[config.mk]
export PLATFORM = sky130hd
export DESIGN_NAME = adc_channel_scan_sequencer
export DESIGN_NICKNAME = d
export VERILOG_FILES = /design/src/design/acss_pkg.sv /design/src/design/acss_scan_core.sv /design/src/design/adc_channel_scan_sequencer.sv
export SDC_FILE = /design/constraint.sdc
export NUM_CORES = 1
export LEC_CHECK = 0
export ABC_AREA = 1
export BUFFER_PORTS_ARGS = -buffer_cell sky130_fd_sc_hd__buf_2
export CAP_MARGIN = 0
export CORE_MARGIN = 10
export CORE_UTILIZATION = 48
export CTS_CLUSTER_DIAMETER = 80
export DETAILED_ROUTE_END_ITERATION = 6
export GPL_ROUTABILITY_DRIVEN = 0
export GPL_TIMING_DRIVEN = 0
export PLACE_DENSITY = 0.72
export SETUP_SLACK_MARGIN = 0.2
export SYNTH_ARGS = -nofsm -noshare
export SYNTH_HDL_FRONTEND = slang
export SYNTH_SLANG_ARGS = --single-unit
[constraint.sdc]
create_clock -name clk -period 5.97 [get_ports clk]
set_input_delay 1.4925 -clock clk [delete_from_list [all_inputs] [get_ports clk]]
set_output_delay 1.4925 -clock clk [all_outputs]
set_load 0.05 [all_outputs]
[src/design/acss_pkg.sv]
// ----------------------------------------------------------------------------
// acss_pkg: shared types and constants for the converter scan sequencer
// Register indexes, widths and the word structs passed between the
// handshake shell and the scan core.
// ----------------------------------------------------------------------------
package acss_pkg;

    // Default channel count of the converter
    localparam int DEFAULT_CHANNELS = 4;

    // Field widths
    localparam int SAMPLE_W   = 16;
    localparam int MTIME_W    = 16;
    localparam int TIME_W     = 32;
    localparam int CFG_IDX_W  = 2;
    localparam int CFG_DATA_W = 32;
    localparam int OUT_CH_W   = 2;
    localparam int IN_DATA_W  = 24;
    localparam int OUT_DATA_W = 88;

    // Reset values of the configuration registers
    localparam logic [MTIME_W-1:0] MEASURE_TIME_RESET = MTIME_W'(100);

    // Configuration register indexes
    typedef enum logic [CFG_IDX_W-1:0] {
        REG_SCAN_ENABLE   = 2'd0,
        REG_MEASURE_TIME  = 2'd1,
        REG_SEND_INTERVAL = 2'd2,
        REG_SEND_ENABLE   = 2'd3
    } cfg_reg_t;

    // One configuration write
    typedef struct packed {
        logic                  wr;
        cfg_reg_t              index;
        logic [CFG_DATA_W-1:0] data;
    } cfg_wr_t;

    // One input word, unpacked
    typedef struct packed {
        logic                       ms_tick;
        logic                       rdy_edge;
        logic                       conv_done;
        logic signed [SAMPLE_W-1:0] sample;
        logic                       device_error;
        logic [OUT_CH_W-1:0]        read_channel;
    } item_t;

    // One result word, unpacked
    typedef struct packed {
        logic                       request_conversion;
        logic [OUT_CH_W-1:0]        request_channel;
        logic                       publish;
        logic signed [SAMPLE_W-1:0] value_ch0;
        logic signed [SAMPLE_W-1:0] value_ch1;
        logic signed [SAMPLE_W-1:0] value_ch2;
        logic signed [SAMPLE_W-1:0] value_ch3;
        logic                       values_ready;
        logic                       timeout;
        logic                       status_ok;
        logic signed [SAMPLE_W-1:0] read_value;
    } result_t;

endpackage

[src/design/acss_scan_core.sv]
// ----------------------------------------------------------------------------
// acss_scan_core: scan state machine, sample store and timers
// Holds the configuration registers and all scan state; computes the result
// of one accepted word and updates the state at the same edge.
// ----------------------------------------------------------------------------
module acss_scan_core #(
    parameter int CHANNELS = acss_pkg::DEFAULT_CHANNELS
) (
    input  logic              clk,
    input  logic              rst_n,
    input  acss_pkg::cfg_wr_t cfg_wr,
    input  logic              item_accept,
    input  acss_pkg::item_t   item,
    output acss_pkg::result_t result
);

    localparam int CH_W = $clog2(CHANNELS);
    localparam logic [CH_W-1:0] LAST_CH = CH_W'(CHANNELS - 1);
    localparam logic [acss_pkg::TIME_W-1:0] CH_COUNT = acss_pkg::TIME_W'(CHANNELS);

    typedef enum logic [3:0] {
        PH_IDLE    = 4'b0001,
        PH_REQUEST = 4'b0010,
        PH_STORE   = 4'b0100,
        PH_DELAY   = 4'b1000
    } phase_t;

    typedef logic [acss_pkg::TIME_W-1:0]   time_t;
    typedef logic [acss_pkg::SAMPLE_W-1:0] sample_t;

    // Configuration registers
    logic                           scan_enable_reg;
    logic [acss_pkg::MTIME_W-1:0]   measure_time_reg;
    time_t                          send_interval_reg;
    logic                           send_enable_reg;

    // Scan state
    time_t             now_reg, now_next;
    phase_t            phase_reg, phase_next;
    logic [CH_W-1:0]   chan_reg, chan_next;
    sample_t           store_reg [CHANNELS];
    sample_t           store_next [CHANNELS];
    logic              pending_reg, pending_next;
    time_t             settle_reg, settle_next;
    time_t             send_reg, send_next;
    time_t             wdog_reg, wdog_next;
    logic              sweep_reg, sweep_next;

    time_t             wd_time;
    time_t             send_time;
    logic              req;
    logic [CH_W-1:0]   req_ch;
    logic              pub;
    logic              tmo;
    sample_t           value_out [4];
    sample_t           read_out;

    function automatic logic elapsed(input time_t now, input time_t start, input time_t dur);
        time_t diff;
        diff = now - start;
        return diff >= dur;
    endfunction

    // Watchdog and publish intervals
    assign wd_time   = {{(acss_pkg::TIME_W - acss_pkg::MTIME_W){1'b0}}, measure_time_reg}
                       * CH_COUNT;
    assign send_time = (send_interval_reg > wd_time) ? send_interval_reg : wd_time;

    // Advance the scan machine for one word
    always_comb
    begin
        now_next     = now_reg;
        phase_next   = phase_reg;
        chan_next    = chan_reg;
        store_next   = store_reg;
        pending_next = pending_reg;
        settle_next  = settle_reg;
        send_next    = send_reg;
        wdog_next    = wdog_reg;
        sweep_next   = sweep_reg;
        req          = 1'b0;
        req_ch       = '0;
        pub          = 1'b0;
        tmo          = 1'b0;

        if (item_accept)
        begin
            now_next = now_reg + time_t'(item.ms_tick);
            if (scan_enable_reg)
            begin
                if (item.rdy_edge)
                begin
                    pending_next = 1'b1;
                end
                case (phase_reg)
                    PH_IDLE:
                    begin
                        if (pending_next)
                        begin
                            pending_next = 1'b0;
                            phase_next   = PH_STORE;
                        end
                    end
                    PH_REQUEST:
                    begin
                        req        = 1'b1;
                        req_ch     = chan_reg;
                        wdog_next  = now_next;
                        phase_next = PH_IDLE;
                    end
                    PH_STORE:
                    begin
                        if (item.conv_done)
                        begin
                            store_next[chan_reg] = sample_t'(item.sample);
                            if (chan_reg == LAST_CH)
                            begin
                                sweep_next = 1'b1;
                            end
                            settle_next = now_next;
                            phase_next  = PH_DELAY;
                        end
                    end
                    PH_DELAY:
                    begin
                        if (elapsed(now_next, settle_reg, time_t'(measure_time_reg)))
                        begin
                            if (sweep_reg && send_enable_reg
                                && elapsed(now_next, send_reg, send_time))
                            begin
                                send_next = now_next;
                                pub       = 1'b1;
                            end
                            chan_next  = (chan_reg == LAST_CH) ? '0 : chan_reg + 1'b1;
                            phase_next = PH_REQUEST;
                        end
                    end
                    default:
                    begin
                        phase_next = PH_IDLE;
                    end
                endcase
                // Restart the request when the watchdog runs out
                if (elapsed(now_next, wdog_next, wd_time))
                begin
                    wdog_next  = now_next;
                    phase_next = PH_REQUEST;
                    tmo        = 1'b1;
                end
            end
        end

        // Scan enable writes restart or stop the machine
        if (cfg_wr.wr && cfg_wr.index == acss_pkg::REG_SCAN_ENABLE)
        begin
            sweep_next = 1'b0;
            if (cfg_wr.data[0])
            begin
                phase_next   = PH_REQUEST;
                pending_next = 1'b0;
                send_next    = now_next;
            end
            else
            begin
                phase_next = PH_IDLE;
            end
        end
    end

    // Stored values on the fixed outputs
    for (genvar n = 0; n < 4; n++)
    begin : g_value
        if (n < CHANNELS)
        begin : g_used
            assign value_out[n] = store_next[n];
        end
        else
        begin : g_unused
            assign value_out[n] = '0;
        end
    end

    // Read back the selected channel
    always_comb
    begin
        read_out = '0;
        if (int'(item.read_channel) < CHANNELS)
        begin
            read_out = store_next[CH_W'(item.read_channel)];
        end
    end

    // Assemble the result word
    always_comb
    begin
        result.request_conversion = req;
        result.request_channel    = acss_pkg::OUT_CH_W'(req_ch);
        result.publish            = pub;
        result.value_ch0          = value_out[0];
        result.value_ch1          = value_out[1];
        result.value_ch2          = value_out[2];
        result.value_ch3          = value_out[3];
        result.values_ready       = sweep_next;
        result.timeout            = tmo;
        result.status_ok          = !tmo && !item.device_error;
        result.read_value         = read_out;
    end

    // Configuration registers
    always_ff @(posedge clk or negedge rst_n)
    begin
        if (!rst_n)
        begin
            scan_enable_reg   <= 1'b0;
            measure_time_reg  <= acss_pkg::MEASURE_TIME_RESET;
            send_interval_reg <= '0;
            send_enable_reg   <= 1'b0;
        end
        else if (cfg_wr.wr)
        begin
            case (cfg_wr.index)
                acss_pkg::REG_SCAN_ENABLE:   scan_enable_reg   <= cfg_wr.data[0];
                acss_pkg::REG_MEASURE_TIME:  measure_time_reg  <= cfg_wr.data[15:0];
                acss_pkg::REG_SEND_INTERVAL: send_interval_reg <= cfg_wr.data;
                acss_pkg::REG_SEND_ENABLE:   send_enable_reg   <= cfg_wr.data[0];
                default:                     send_enable_reg   <= send_enable_reg;
            endcase
        end
    end

    // Scan state registers
    always_ff @(posedge clk or negedge rst_n)
    begin
        if (!rst_n)
        begin
            now_reg     <= '0;
            phase_reg   <= PH_IDLE;
            chan_reg    <= '0;
            store_reg   <= '{default: '0};
            pending_reg <= 1'b0;
            settle_reg  <= '0;
            send_reg    <= '0;
            wdog_reg    <= '0;
            sweep_reg   <= 1'b0;
        end
        else
        begin
            now_reg     <= now_next;
            phase_reg   <= phase_next;
            chan_reg    <= chan_next;
            store_reg   <= store_next;
            pending_reg <= pending_next;
            settle_reg  <= settle_next;
            send_reg    <= send_next;
            wdog_reg    <= wdog_next;
            sweep_reg   <= sweep_next;
        end
    end

endmodule

[src/design/adc_channel_scan_sequencer.sv]
// ----------------------------------------------------------------------------
// adc_channel_scan_sequencer: round-robin converter scan controller
// Requests conversions channel by channel, stores samples, publishes after
// each sweep under a rate limit, and restarts a stalled request on timeout.
// ----------------------------------------------------------------------------
// Output: each result word appears in the cycle after its input word is taken.
// Throughput: one word per cycle while the output is taken; its register frees
// as it is taken, so input and output words may move in the same cycle.
// Reset: rst_n clears all scan state, stored samples and the output valid;
// configuration registers return to their reset values (measure time 100).
module adc_channel_scan_sequencer #(
    parameter int CHANNELS = acss_pkg::DEFAULT_CHANNELS
) (
    input  logic                              clk,
    input  logic                              rst_n,
    input  logic                              s_axis_tvalid,
    output logic                              s_axis_tready,
    // ms_tick[0], rdy_edge[1], conv_done[2], sample[18:3], device_error[19],
    // read_channel[21:20], zero pad [23:22]
    input  logic [acss_pkg::IN_DATA_W-1:0]    s_axis_tdata,
    output logic                              m_axis_tvalid,
    input  logic                              m_axis_tready,
    // request_conversion[0], request_channel[2:1], publish[3],
    // value_ch0[19:4], value_ch1[35:20], value_ch2[51:36], value_ch3[67:52],
    // values_ready[68], timeout[69], status_ok[70], read_value[86:71],
    // zero pad [87]
    output logic [acss_pkg::OUT_DATA_W-1:0]   m_axis_tdata,
    input  logic                              cfg_valid,
    output logic                              cfg_ready,
    input  logic [acss_pkg::CFG_IDX_W-1:0]    cfg_index,
    input  logic [acss_pkg::CFG_DATA_W-1:0]   cfg_data
);

    logic                                out_valid_reg;
    logic [acss_pkg::OUT_DATA_W-1:0]     out_data_reg;
    logic [acss_pkg::OUT_DATA_W-1:0]     out_data_next;
    logic                                in_accept;
    acss_pkg::cfg_wr_t                   cfg_wr;
    acss_pkg::item_t                     item;
    acss_pkg::result_t                   result;

    // Take a word whenever the output register is free or being drained
    assign s_axis_tready = !out_valid_reg || m_axis_tready;
    assign in_accept     = s_axis_tvalid && s_axis_tready;
    assign cfg_ready     = 1'b1;

    // Unpack the input word
    assign item.ms_tick      = s_axis_tdata[0];
    assign item.rdy_edge     = s_axis_tdata[1];
    assign item.conv_done    = s_axis_tdata[2];
    assign item.sample       = s_axis_tdata[18:3];
    assign item.device_error = s_axis_tdata[19];
    assign item.read_channel = s_axis_tdata[21:20];

    assign cfg_wr.wr    = cfg_valid && cfg_ready;
    assign cfg_wr.index = acss_pkg::cfg_reg_t'(cfg_index);
    assign cfg_wr.data  = cfg_data;

    acss_scan_core #(
        .CHANNELS (CHANNELS)
    ) u_core (
        .clk         (clk),
        .rst_n       (rst_n),
        .cfg_wr      (cfg_wr),
        .item_accept (in_accept),
        .item        (item),
        .result      (result)
    );

    // Pack the result word
    assign out_data_next = {1'b0,
                            result.read_value,
                            result.status_ok,
                            result.timeout,
                            result.values_ready,
                            result.value_ch3,
                            result.value_ch2,
                            result.value_ch1,
                            result.value_ch0,
                            result.publish,
                            result.request_channel,
                            result.request_conversion};

    // Hold the result word until it is taken
    always_ff @(posedge clk or negedge rst_n)
    begin
        if (!rst_n)
        begin
            out_valid_reg <= 1'b0;
        end
        else if (in_accept)
        begin
            out_valid_reg <= 1'b1;
        end
        else if (m_axis_tready)
        begin
            out_valid_reg <= 1'b0;
        end
    end

    always_ff @(posedge clk)
    begin
        if (in_accept)
        begin
            out_data_reg <= out_data_next;
        end
    end

    assign m_axis_tvalid = out_valid_reg;
    assign m_axis_tdata  = out_data_reg;

endmodule
======== Word level (Yosys, flattened, before mapping) ========
Index checks and enable logic that the tools add are counted.
cells by class
  add/sub/neg operators ................... 5
  order comparisons ....................... 7
  eq/ne operators ......................... 11
  multiplexer cells ....................... 54
  bitwise logic cells ..................... 2
  reduce and logical (&&, ||, !) cells .... 24
operators with widths
  kind                                                                      number
  32-bit two-way mux                                                        13
  64-bit two-way mux                                                        4
  32-bit subtractor                                                         3
  64-bit bitwise mux                                                        1
  16-bit two-way mux                                                        3
  32-bit by 1-bit adder with 32-bit output                                  1
  16-bit binary-select mux with 2-bit select                                1
  16-bit demux with 2-bit select                                            1
  32-bit by 16-bit greater-or-equal comparator with 1-bit output            1
  32-bit by 18-bit greater-or-equal comparator with 1-bit output            1
  32-bit greater-or-equal comparator                                        1
  32-bit by 18-bit > comparator with 1-bit output                           1
  4-bit two-way mux                                                         7
  1-bit two-way mux                                                         21
  4-bit one-hot mux with 3 select lines                                     1
  2-bit AND reduction                                                       6
  4-bit by 1-bit inequality test with 1-bit output (second input constant)  2
  4-bit AND reduction                                                       2
  2-bit equality test (second input constant)                               3
  3-bit greater-or-equal comparator (second input constant)                 2
  1-bit logical AND                                                         6
  2-bit NOT with 3-bit output                                               2
  2-bit nonzero test                                                        3
  5-bit AND reduction                                                       1
  13 further kinds                                                          16
storage, ports and cells
  register bits after elaboration ......... 338
  bits of input ports ..................... 63
  output and inout port bits .............. 91
  logic and storage cells ................. 124

======== Depth between registers and ports, before layout ========
Gate-level depths: netlist of the first run.
  depth in word-level cells ............... 13
  depth in mapped cells ................... 40
  depth with buffers taken out ............ 39

======== Hierarchy ========
A second synthesis of the first run with hierarchy kept.
second synthesis, totals
  cell total of the unflattened synthesis .. 3038
  area, all modules ....................... 22688.0 um^2
by module, submodules not included
  module                      times used  cells an instance  area each (um^2)  sequential area each (um^2)
  acss_scan_core              1           2941               20007.9           6261.0
  adc_channel_scan_sequencer  1           97                 2680.1            2637.5

======== Worst setup path before layout of the first run ========
OpenSTA, ideal clock, no wires.
  kind .................................... input -> register
  start point ............................. input s_axis_tdata[0] in the netlist's numbering
  end point ............................... register u_core.send_reg[9]
  library setup time ...................... 0.120 ns
  arrival time ............................ 6.558 ns
  required time ........................... 5.850 ns
  path slack .............................. -0.708 ns
  cell stages on the path ................. 36
  path buffers ............................ 1
  cells stage by stage .................... ha_1 -> ha_1 -> nand3_2 -> nor2_4 -> xor2_1 -> inv_1 -> ha_1 -> nand2_1 -> nor3_1 -> nand2_1 -> o211ai_1 -> nand3_1 -> nand2_1 -> nand2_1 -> nand2_1 -> a21boi_0 -> o21ai_0 -> a21o_1 -> nand3_1 -> o21ai_0 -> a21oi_1 -> xor2_1 -> ha_1 -> nand3_1 -> nor4_1 -> inv_1 -> nor4_1 -> nand3_1 -> a31o_2 -> inv_1 -> nand3_2 -> buf_2 -> a21oi_1 -> o21ai_0 -> o21ai_0 -> inv_1
on the way
  word-level cells in the longest chain between the ends .. 11
  elaborated cells on any way between the ends .. 14
  those cells by class .................... add/sub (3); order compare (2); mux (8); reduce/logical (1)
RTL lines
  element                                       RTL line                          source
  start, declared                               adc_channel_scan_sequencer.sv:20  input logic [acss_pkg::IN_DATA_W-1:0] s_axis_tdata,
  32-bit by 1-bit adder with 32-bit output (*)  acss_scan_core.sv:88              now_next = now_reg + time_t'(item.ms_tick);
  32-bit subtractor                             acss_scan_core.sv:60              diff = now - start;
  32-bit greater-or-equal comparator            acss_scan_core.sv:61              return diff >= dur;
  1-bit logical AND                             acss_scan_core.sv:129             && elapsed(now_next, send_reg, send_time))
  32-bit two-way mux                            acss_scan_core.sv:128             if (sweep_reg && send_enable_reg
  32-bit two-way mux                            acss_scan_core.sv:126             if (elapsed(now_next, settle_reg, time_t'(measure_time_reg)))
  32-bit two-way mux                            acss_scan_core.sv:95              case (phase_reg)
  32-bit two-way mux                            acss_scan_core.sv:89              if (scan_enable_reg)
  32-bit two-way mux                            acss_scan_core.sv:86              if (item_accept)
  32-bit two-way mux                            acss_scan_core.sv:157             if (cfg_wr.data[0])
  32-bit two-way mux (*)                        acss_scan_core.sv:154             if (cfg_wr.wr && cfg_wr.index == acss_pkg::REG_SCAN_ENABLE)
  via u_core.send_next[9]                       acss_scan_core.sv:45              time_t send_reg, send_next;
  end signal, assigned                          acss_scan_core.sv:254             send_reg <= send_next;
  end, declared                                 acss_scan_core.sv:45
The timed path passes the listed nets; every way through them passes the cells marked *.
A chain may end at the register's enable or synchronous reset.

======== Worst setup path in the final report of the first run ========
  start point ............................. input s_axis_tdata[0] in the netlist's numbering
  end point ............................... register u_core.send_reg[8]
The elaborated chain is that of the path after synthesis.

==> summary.txt, run 1 <==
Run status
  – Status: finished with violations
  – Failing checks: DRC, setup timing

Routing
  – Routed Antenna Nets: 0
  – 1st-pass router iterations: 7
  – WL per Instance: 19.5 µm
  – Final WL: 74500 µm
  – DRT iter0 DRCs: 2554
  – DRC viols: 4
  – Vias per cell: 5.77
  – DR vias: 21985

Clock tree
  – Clock Tree Root: clkbuf_16
  – CTS tree: built
  – CTS H-tree lvls: 2
  – Clk slew on worst S/H paths: 0.06 ns
  – CTS Buf Count: 39
  – # clock sinks: 338
  – # hold bufs at CTS: 0
  – Clock latency on the worst-skew pair: 0.59 ns
  – Maximum buffer depth of the clock tree: 3

Cells and area
  – Fill cells: 3843
  – Most frequent cells in the layout: 686 x nand2_1, 367 x inv_1, 274 x o21ai_0
  – Synth-to-layout area growth: 22.2%
  – Final Util: 0.596
  – Nets: 3422
  – Ant diodes: 0
  – Share of cells above drive strength 1: 0.176
  – Number of flip-flops under the largest register name: 87
  – Most common cell after layout, fill and taps aside: nand2_1

Hold path
  – Worst hold start: u_core.wdog_reg[20]
  – Hold EP: u_core.wdog_reg[20]
  – Worst min-delay path class: reg2reg
  – WHS Path Cells: 2

Global route
  – Met3 GRT Util: 0.0502
  – Grt ovf: 0
  – GRT busiest layer: met2
  – Global-route wire length before repair: 114000 µm
  – Pin count of the biggest net entering global routing: 116
  – Total GRT Usage: 0.256
  – Met2 Track Usage GR: 0.416
  – Number of global-route vias before repair: 21300
  – Antenna violations before repair: 0
  – Met1 Use GR: 0.323

Critical path
  – Buffer and inverter count on the worst path: 12
  – Reg2reg setup slack: -0.19 ns
  – R2R depth: 32
  – Top cell family by delay on the critical path: simple AND/OR/NAND/NOR gates
  – Largest stage delay on the critical path: 0.40 ns
  – CP most frequent cell: buf_6
  – Startpoint types: primary input
  – Setup Crit Path Kind: in2reg
  – Required @ worst endpoint: 6.44 ns
  – RR Endpoint: u_core.send_reg[8]
  – Slowest cell on crit path: nor3_1
  – Crit path DAT: 7.09 ns
  – CP max FO: 6
  – Worst R2R Start: u_core.now_reg[2]
  – Nature of the critical path endpoint: flip-flop

Logic synthesis
  – Most used DFF post-synth: dfrtp_1
  – Mapped cell area: 0.0222 mm²
  – Cells after synthesis: 2912
  – Async SR Flop Fraction: 0.743
  – Netlist cell types: 57
  – Synthesized area per cell: 7.63 µm²
  – Post-synthesis sequential area ratio: 0.401
  – EDFF count, synth: 87
  – FF+latch count, synth: 338
  – Post-Syn Nets: 3152
  – Warnings, synthesis: 0

STA
  – Final hold vios: 0
  – TNS Setup: -18.92 ns
  – Relative slew slack: 0.383
  – Worst Slack Setup Final: -0.647 ns
  – Setup Skew: 0.0265 ns
  – Period utilization: 1.11
  – Min Hold Slack: 0.475 ns
  – Min Tclk post-route: 6.62 ns
  – RSZ-0062 raised after global routing: true
  – Pins Over Slew Limit: 0
  – Worst-Margin Slew: 0.923 ns
  – Fmax achieved: 0.151 GHz
  – Setup violators final: 33

Placed design
  – Post-DP HPWL: 55700 µm
  – PortBufs: 149

Die
  – Die Wd: 235 µm
  – Initial Util: 0.487
  – Std-Cell Rows: 78
  – Die Ht: 235 µm
  – Die ar.: 0.0553 mm²
  – # IOs: 154
  – Core area: 0.0456 mm²

Flow run
  – Max-cap viol count: 0

Pwr
  – Leak: 13.3 nW
  – Worst VDD drop: 0.228 mV
  – Power density over cell area: 424 mW/mm²
## where the power goes
group	internal [mW]	total [mW]	switching, mW	leakage [nW]
sequential	2.61	2.80	0.188	4.11
combinational	2.31	6.32	4.01	8.53
clock	1.36	2.38	1.02	0.621
## routing by layer
metal / share of wire / vias to the layer above / routed length (µm)
li1: - / 10158 / -
met1: 0.39 / 10286 / 29300
met2: 0.45 / 1280 / 33800
met3: 0.099 / 261 / 7390
met4: 0.053 / 0 / 3940
met5: 0 / - / 0
## cell families (layout without fill, tap and decap cells)
group / Yosys count / in the layout / synth area share
mux: 2 / 2 / 0.00101
xor+xnor: 84 / 84 / 0.0331
buf+inv: 476 / 777 / 0.0824
other cells: 2 / 2 / 0.000338
compound gates: 631 / 631 / 0.152
flops: 338 / 338 / 0.401
fa+ha+maj: 177 / 177 / 0.101
simple gates: 1202 / 1202 / 0.230
## worst register-to-register path: cells and delay by family (launching register included)
family	cells	cell delay, ns
buf+inv	11	1.41
flops	1	0.61
compound gates	8	1.17
xor+xnor	1	0.13
simple gates	10	2.09
fa+ha+maj	2	0.60
## through the flow
stage,power (mW),instances,setup WS (ns),cell area (µm²)
floorplan,6.70,2912,-0.177,22400
global placement,7.94,3661,-1.86,23900
detailed placement,8.15,3664,-1.93,24000
CTS,10.9,3780,-0.238,26300
global route,12.3,3813,-0.796,27100
finish,11.5,3813,-0.647,27100
## what timing repair did
item	4_1_cts	5_1_grt
gates cloned	3	0
setup buffers	41	33
resized for setup	167	141
setup endpoints to repair	73	73
pin swaps	46	45
## final cells by class
class / instances / area [µm²] / share of cell area
plain buffers: 81 / 442 / 0.0163
clock buffers: 47 / 1050 / 0.0385
clock inverters: 25 / 233 / 0.00857
inverters: 395 / 1510 / 0.0555
multi-input cells: 2098 / 12700 / 0.468
flip-flops and latches: 338 / 8900 / 0.328
well taps: 600 / 751 / 0.0277
repair buffers: 229 / 1580 / 0.0580
## cell usage after synthesis (3+ instances only)
cell,instances,area (µm²)
o211ai_1,7,52.6
nand2_1,711,2670
or2_2,7,43.8
o21a_1,13,97.6
o32ai_1,4,35.0
inv_1,387,1450
nand4_1,48,300
nor2_4,5,56.3
nor3_1,31,155
a21oi_1,194,971
nor4_1,12,75.1
buf_2,11,55.1
nand3_2,9,90.1
o21bai_1,13,97.6
xor2_1,61,534
o21ai_1,19,95.1
dfrtp_1,247,6180
nand2_2,17,106
nand3_1,119,596
fa_1,3,60.1
inv_2,7,26.3
nand3b_1,10,75.1
o21ai_0,334,1670
buf_6,3,33.8
dfstp_2,4,105
nor2_2,10,62.6
ha_1,174,2180
o22ai_1,13,81.3
edfxtp_1,87,2610
nor3b_1,3,22.5
a211oi_1,5,37.5
a21boi_0,8,60.1
a21o_1,4,30.0
nor2_1,215,807
clkbuf_1,63,236
xnor2_1,23,201
## how the worst max path moves through the flow
stage                                      to  depth (start not counted)  slack [ns]            start
after floorplan            u_core.send_reg[9]                         38       -0.18  s_axis_tdata[0]
after global placement    u_core.send_reg[19]                         29       -1.86  s_axis_tdata[0]
after detailed placement  u_core.send_reg[19]                         30       -1.93  s_axis_tdata[0]
after CTS                  u_core.send_reg[1]                         37       -0.24  s_axis_tdata[0]
after global routing       u_core.send_reg[8]                         39       -0.80  s_axis_tdata[0]
final                      u_core.send_reg[8]                         34       -0.65  s_axis_tdata[0]
Power figures use the tool's default switching activity.
==> run 2, diff against run 1 <==
Settings changed: CORE_ASPECT_RATIO set to 1.2.
==> run 2 against run 1 <==
  * The flow still finishes with violations (DRC, setup timing)
  * Via count down 0.27%
  * Utilization down 0.95 points
  * Sequential cell count unchanged
  * Cell area down 1.0%
  * Die area about the same
  * Clock power up 4%
  * Register-to-register slack better by 0.27 ns
  * Critical endpoint is now u_core.send_reg[18]
==> summary.txt, run 2 (synthesis gave the netlist of run 1 again) <==
Pwr
  – Worst VDD drop: 0.241 mV
  – Leak: 13.2 nW
  – Power density over cell area: 426 mW/mm²
  – PnR Total Power: 11.4 mW

Global route
  – Number of global-route vias before repair: 21278
  – Antenna violations before repair: 0
  – Grt ovf: 0
  – Total GRT Usage: 0.259
  – Pin count of the biggest net entering global routing: 96
  – Global-route wire length before repair: 115000 µm

Critical path
  – RR Endpoint: u_core.send_reg[18]
  – R2R depth: 37
  – Crit path DAT: 6.71 ns
  – CP max FO: 10
  – Largest stage delay on the critical path: 0.27 ns
  – Nature of the critical path endpoint: flip-flop
  – Worst R2R Start: u_core.now_reg[2]
  – Setup Crit Path Kind: in2reg
  – Slowest cell on crit path: or2_4
  – Buffer and inverter count on the worst path: 9
  – Required @ worst endpoint: 6.38 ns
  – Reg2reg setup slack: 0.08 ns
  – Top cell family by delay on the critical path: simple AND/OR/NAND/NOR gates
  – Startpoint types: primary input

Hold path
  – Worst hold start: u_core.wdog_reg[24]
  – Worst min-delay path class: reg2reg
  – WHS Path Cells: 2
  – Hold EP: u_core.wdog_reg[24]

Placed design
  – Post-DP HPWL: 56500 µm
  – PortBufs: 149
  – Dpl cell area: 0.0240 mm²
  – Placed Cells incl. Taps: 3680

STA
  – Worst-Margin Slew: 0.885 ns
  – Worst Slack Setup Final: -0.330 ns
  – RSZ-0062 raised after global routing: true
  – Final hold vios: 0
  – Pins Over Slew Limit: 0
  – Relative slew slack: 0.410
  – Min Hold Slack: 0.473 ns
  – Setup violators final: 32
  – Fmax achieved: 0.159 GHz
  – Setup Skew: 0.0240 ns
  – Min Tclk post-route: 6.30 ns
  – Period utilization: 1.06

Clock tree
  – # hold bufs at CTS: 0
  – Maximum buffer depth of the clock tree: 3
  – CTS tree: built
  – # clock sinks: 338
  – CTS H-tree lvls: 2
  – Clock Tree Root: clkbuf_16
  – CTS Buf Count: 36
  – Clock latency on the worst-skew pair: 0.59 ns
  – Clk slew on worst S/H paths: 0.06 ns

Routing
  – Final WL: 75000 µm
  – DRT iter0 DRCs: 2332
  – DR vias: 21926
  – WL per Instance: 19.7 µm
  – DRC viols: 23
  – Vias per cell: 5.75
  – 1st-pass router iterations: 7
  – Routed Antenna Nets: 0

Cells and area
  – Fill cells: 4041
  – Share of cells above drive strength 1: 0.165
  – Nets: 3410
  – Synth-to-layout area growth: 21.0%
  – Most frequent cells in the layout: 683 x nand2_1, 366 x inv_1, 287 x o21ai_0
  – Post-route cell area: 0.0269 mm²
  – Fin cells: 3813
  – Most common cell after layout, fill and taps aside: nand2_1
  – Ant diodes: 0
  – Number of flip-flops under the largest register name: 87

Run status
  – Status: finished with violations
  – Failing checks: DRC, setup timing

Die
  – # IOs: 154
  – Core area: 0.0458 mm²
  – Initial Util: 0.485
  – Die Wd: 216 µm
  – Die Ht: 256 µm
  – Std-Cell Rows: 86
  – Die ar.: 0.0553 mm²

Flow run
  – Max-cap viol count: 0
==> run 2: cell count changes in the layout (fill, tap and decap cells not counted), sizes merged <==
cell,change
buf,-10
clkbuf,-8
clkinv,-5
bufinv,+4
bufbuf,+1
clkinvlp,+1
nand3,+1
==> run 2: worst max-delay path by stage <==
stage,startpoint,end,cells after the start
3_3_place_gp,s_axis_tdata[0],u_core.send_reg[19],30
6_report,s_axis_tdata[0],u_core.send_reg[18],39
2_1_floorplan,s_axis_tdata[0],u_core.send_reg[9],38
4_1_cts,s_axis_tdata[0],u_core.send_reg[5],40
3_5_place_dp,s_axis_tdata[0],u_core.send_reg[19],29
5_1_grt,s_axis_tdata[0],u_core.send_reg[13],34
==> run 2: metrics by stage <==
stage                     utilization  TNS, ns  setup slack (ns)
after floorplan                     -    -4.41            -0.177
after global placement          0.522  -388.85             -1.95
after detailed placement        0.524   -95.14             -2.00
after CTS                       0.572    -6.06            -0.264
after global routing            0.586   -21.55            -0.647
final                           0.586    -8.54            -0.330
==> run 2: worst min-delay path, stage by stage, from the launching register on <==
cell	delay, ns
dfrtp_1	0.33
nand2_1	0.05
nand2_1	0.06
==> run 2: layer usage <==
layer  global-route usage  vias to the layer above  routed length (µm)
li1                     -                    10139                   -
met1                0.299                    10277               27400
met2                0.420                     1181               34800
met3               0.0463                      329                6180
met4                0.203                        0                6510
met5                    0                        -                   0
==> run 2: timing repair <==
item / 4_1_cts / 5_1_grt
pin swaps: 31 / 9
gates resized for setup: 139 / 103
setup buffers: 35 / 29
cloned: 3 / 1
setup endpoints to repair: 73 / 73
==> run 2: final cells by class <==
type	instances	area [µm²]	share of cell area
Tap cell	616	771	0.0287
Clock inverter	25	359	0.0134
Multi-Input combinational cell	2099	12500	0.465
Inverter	395	1500	0.0558
Sequential cell	338	8900	0.331
Timing Repair Buffer	219	1460	0.0544
Buffer	81	440	0.0164
Clock buffer	40	936	0.0348
==> run 2: report_power, final <==
| group | leakage, nW | internal, mW | switching, mW | total [mW] |
|---|---|---|---|---|
| Clock | 0.617 | 1.42 | 1.05 | 2.47 |
| Combinational | 8.46 | 2.24 | 3.92 | 6.16 |
| Sequential | 4.11 | 2.61 | 0.194 | 2.81 |
| Total | 13.2 | 6.27 | 5.17 | 11.4 |
